[config.mk]
export PLATFORM = sky130hd
export DESIGN_NAME = rgbe_flt
export DESIGN_NICKNAME = d
export VERILOG_FILES = /design/src/design/rgbe_pkg.sv /design/src/design/rgbe_flt.sv
export SDC_FILE = /design/constraint.sdc
export NUM_CORES = 1
export LEC_CHECK = 0
export ABC_CLOCK_PERIOD_IN_PS = 6050
export BUFFER_PORTS_ARGS = -buffer_cell sky130_fd_sc_hd__buf_2
export CORE_MARGIN = 1
export CORE_UTILIZATION = 50
export DETAILED_ROUTE_END_ITERATION = 8
export GPL_TIMING_DRIVEN = 1
export MAX_ROUTING_LAYER = met4
export PLACE_DENSITY = 0.78
export SKIP_LAST_GASP = 1
export SLEW_MARGIN = 20
export SYNTH_ARGS = -nofsm -noshare
export SYNTH_HDL_FRONTEND = slang
export SYNTH_SLANG_ARGS = --single-unit
[constraint.sdc]
create_clock -name vclk -period 6.05
set_input_delay 1.21 -clock vclk [all_inputs]
set_output_delay 1.21 -clock vclk [all_outputs]
set_load 0.005 [all_outputs]
[src/design/rgbe_pkg.sv]
package rgbe_pkg;

  localparam int MAX_LINE_WIDTH = 4096;
  localparam int STORE_DEPTH    = 4 * MAX_LINE_WIDTH;
  localparam int STORE_AW       = $clog2(STORE_DEPTH);
  localparam int FULL_AW        = 18;

  // status codes
  localparam logic [2:0] ST_OK         = 3'd0;
  localparam logic [2:0] ST_BAD_HEADER = 3'd1;
  localparam logic [2:0] ST_WIDTH      = 3'd2;
  localparam logic [2:0] ST_ZERO_COUNT = 3'd3;
  localparam logic [2:0] ST_OVERFLOW   = 3'd4;
  localparam logic [2:0] ST_NO_LINE    = 3'd5;
  localparam logic [2:0] ST_PENDING    = 3'd6;
  localparam logic [2:0] ST_HALTED     = 3'd7;

  // opcodes
  localparam logic OP_PUSH  = 1'b0;
  localparam logic OP_FETCH = 1'b1;

  // register indexes
  localparam logic CFG_LINE_WIDTH   = 1'b0;
  localparam logic CFG_IMAGE_HEIGHT = 1'b1;

  typedef enum logic [2:0] {
    PH_HDR0, PH_HDR1, PH_WHI, PH_WLO, PH_COUNT, PH_RUNVAL, PH_LIT, PH_DONE
  } phase_e;

  typedef enum logic [2:0] {
    S_IDLE, S_RUN, S_RD, S_CV, S_EMIT
  } state_e;

  typedef struct packed {
    logic       opcode;
    logic [7:0] data_byte;
  } in_t;

  typedef struct packed {
    logic [2:0]  status;
    logic        pixel_valid;
    logic [31:0] red;
    logic [31:0] green;
    logic [31:0] blue;
    logic        line_complete;
    logic        last_in_line;
    logic        last_in_image;
  } out_t;

endpackage

[src/design/rgbe_flt.sv]
module rgbe_flt import rgbe_pkg::*; (
  input  logic [7:0]  mant_i,
  input  logic [7:0]  exp_i,
  output logic [31:0] bits_o
);

  logic [2:0]  msb;
  logic [8:0]  sum;
  logic [4:0]  sub_sh;
  logic [31:0] norm;
  logic [31:0] subn;

  // leading one of the mantissa byte
  always_comb begin
    msb = 3'd0;
    for (int i = 1; i < 8; i++) begin
      if (mant_i[i]) msb = 3'(i);
    end
  end

  assign sum    = 9'(msb) + 9'(exp_i);
  assign sub_sh = 5'(exp_i[3:0]) + 5'd13;
  assign norm   = {24'd0, mant_i} << (5'd23 - 5'(msb));
  assign subn   = {24'd0, mant_i} << sub_sh;

  // zero for a zero exponent or mantissa, normal when the biased exponent stays at least one, else denormal
  always_comb begin
    if (exp_i == 8'd0 || mant_i == 8'd0) begin
      bits_o = 32'd0;
    end else if (sum >= 9'd10) begin
      bits_o = {1'b0, 8'(sum - 9'd9), norm[22:0]};
    end else begin
      bits_o = subn;
    end
  end

endmodule

==> results.ini <==
[power]
p_switching_mw=0.1235
p_clk_frac=0
swShare=0.5822
p_per_area_mw_per_mm2=100.3
power_frac_comb=1.000
peakVddDrop_mv=0.05618
total_power_mw=0.2120
p_seq_frac=0
internal_power_mw=0.08859
p_leak_nw=0.9556

[synth]
yosys.area.top_type_share=0.06154
synth_top_family_by_area=compound AO/OA/AOI/OAI gates
netlist_area_sq_mm=0.001952
ys_top_cells_by_area=mux2i_1 6.2%, nand2_1 5.8%, nor2_1 5.8%, o21ai_0 4.6%, mux4_2 4.6%
synth.distinct_cells=69
yosys.area_share.simple=0.3128
yosys_warnings=0
synthTopCellsByCount=30 x nand2_1, 30 x nor2_1, 18 x o21ai_0, 14 x clkbuf_1, 13 x inv_1
synth_cells=290
synthXorXnorAreaFrac=0.05897
synthAdderAreaFrac=0.05513
ys_seq_area_frac=0
synth_compound_area_frac=0.3147
synth.area.mux_share=0.1423
synth.largest_area_cell=mux2i_1
synth.avg_cell_area_sq_um=6.731

[sta]
rsz0062_at_grt=false
period_needed_ns=5.812
max-slew-margin-rel=0.5960
setup_viol=0
max_freq_mhz=172.0
worstMarginPinSlew_ns=0.6016
drv_slew=0
fin_setup_tns_ns=0
hold_viol=0
fin_crit_sh=0.9607

[worst_setup_path]
cpMaxStageDelayCell=fa_1
crit_required_ns=4.84
arrival_ns=4.60
crit_path_end_kind=output port
crit_fanout=12
crit_path_start_kind=input pin
cp_top_family=compound AO/OA/AOI/OAI gates
worstSetupPathType=in2out
cp_cell_sequence=buf_2 > nand2b_1 > a221o_1 > nand2b_1 > ha_2 > inv_1 > fa_1 > and2b_4 > o21ai_1 > mux2i_1 > buf_4 > o2111a_1 > a211oi_1 > a311oi_1 > buf_2
slowest_delay_ns=0.45
cp_num_buf_inv=4

[final_layout]
nets=337
postLayoutCoreUtil=0.5687
num-clock-buffers=0
seq_area_sq_um=0
n_sequential_cell=0
drive_above_1_share=0.2444
antenna_cells=0
syn_to_final_growth_pct=8.269

[place]
place_congestion=0.9433
hpwl_um=4361
io_buffer_count=44

[floorplan]
die_w_um=64.48
die_h_um=64.48
io_pins=48
die_area_sq_mm=0.004158
start_util=0.5253
core_sq_mm=0.003716
std_cell_rows=22

[global_routing]
grt_overflow_total=0
grt_max_degree=20
grt_use_total=0.2741
grt_pass1_wl_um=9066
antenna_found_initial=0
grt_pass1_vias=1881

[route]
ant_nets=0
post_drt_wl_per_cell_um=15.34
drc=0
wl_um=5508
vias=2265
drtIter0Drc=196
via_per_inst=6.309
firstDrtPassIters=5

[run]
drv_cap=0

[run_status]
status=finished clean

[worst_hold_path]
hold_class=in2out

[power groups by stage]
stage | combinational (mW) | sequential [mW] | clock, mW
2_1_floorplan | 0.155 | 0 | 0
3_3_place_gp | 0.204 | 0 | 0
3_5_place_dp | 0.206 | 0 | 0
4_1_cts | 0.207 | 0 | 0
5_1_grt | 0.231 | 0 | 0
6_report | 0.212 | 0 | 0
[worst paths after layout]
check | endpoint | slack (ns) | start | cells past startpoint
worst max-delay path | bits_o[21] | 0.24 | mant_i[2] | 15
worst min-delay path | bits_o[16] | 2.86 | mant_i[0] | 4
[layer usage]
metal	wire, um	track usage	up-vias
li1	-	-	1101
met1	2706	0.4066	1033
met5	0	-	-
met2	2386	0.4316	125
met4	46	0.02500	0
met3	368	0.001761	6
[layout by cell type (no fill, tap or decap), drive strengths merged, types with 4 or more instances in the layout]
| cell | count |
|---|---|
| a211oi | 8 |
| a21o | 4 |
| a21oi | 13 |
| a31oi | 6 |
| buf | 48 |
| conb | 4 |
| ha | 7 |
| inv | 14 |
| mux2 | 6 |
| mux2i | 12 |
| mux4 | 4 |
| nand2 | 30 |
| nand2b | 6 |
| nand3 | 11 |
| nand4 | 4 |
| nor2 | 31 |
| nor2b | 8 |
| nor3 | 8 |
| o21ai | 21 |
| o31ai | 4 |
| xnor2 | 7 |
| xor2 | 4 |
[per-stage QoR]
step	cells	hold slack [ns]	area [sq um]	setup slack (ns)
finish	359	2.862	2113	0.2377
global placement	358	2.862	2096	0.4243
detailed placement	358	2.859	2096	0.2576
global route	359	2.927	2113	0.01719
floorplan	293	2.604	1963	0.6764
CTS	358	2.865	2096	0.2492
[cell type report]
cell class	instances	area (sq um)
Multi-Input combinational cell	249	1750
Fill cell	382	1603
Timing Repair Buffer	48	250.2
Tap cell	48	60.06
Inverter	14	52.55
[repair_timing]
item,4_1_cts,5_1_grt
resized for setup,0,2
hold endpoints to repair,0,0
hold buffers,0,0
endpoints found under the setup margin,0,1
setup buffers,0,1
[cells by family after synthesis]
group | Yosys count
compound gates | 86
xor+xnor | 11
fa+ha+maj | 8
buf+inv | 44
mux | 22
other cells | 1
simple gates | 118
No activity file was read; power rests on OpenSTA's default activity.
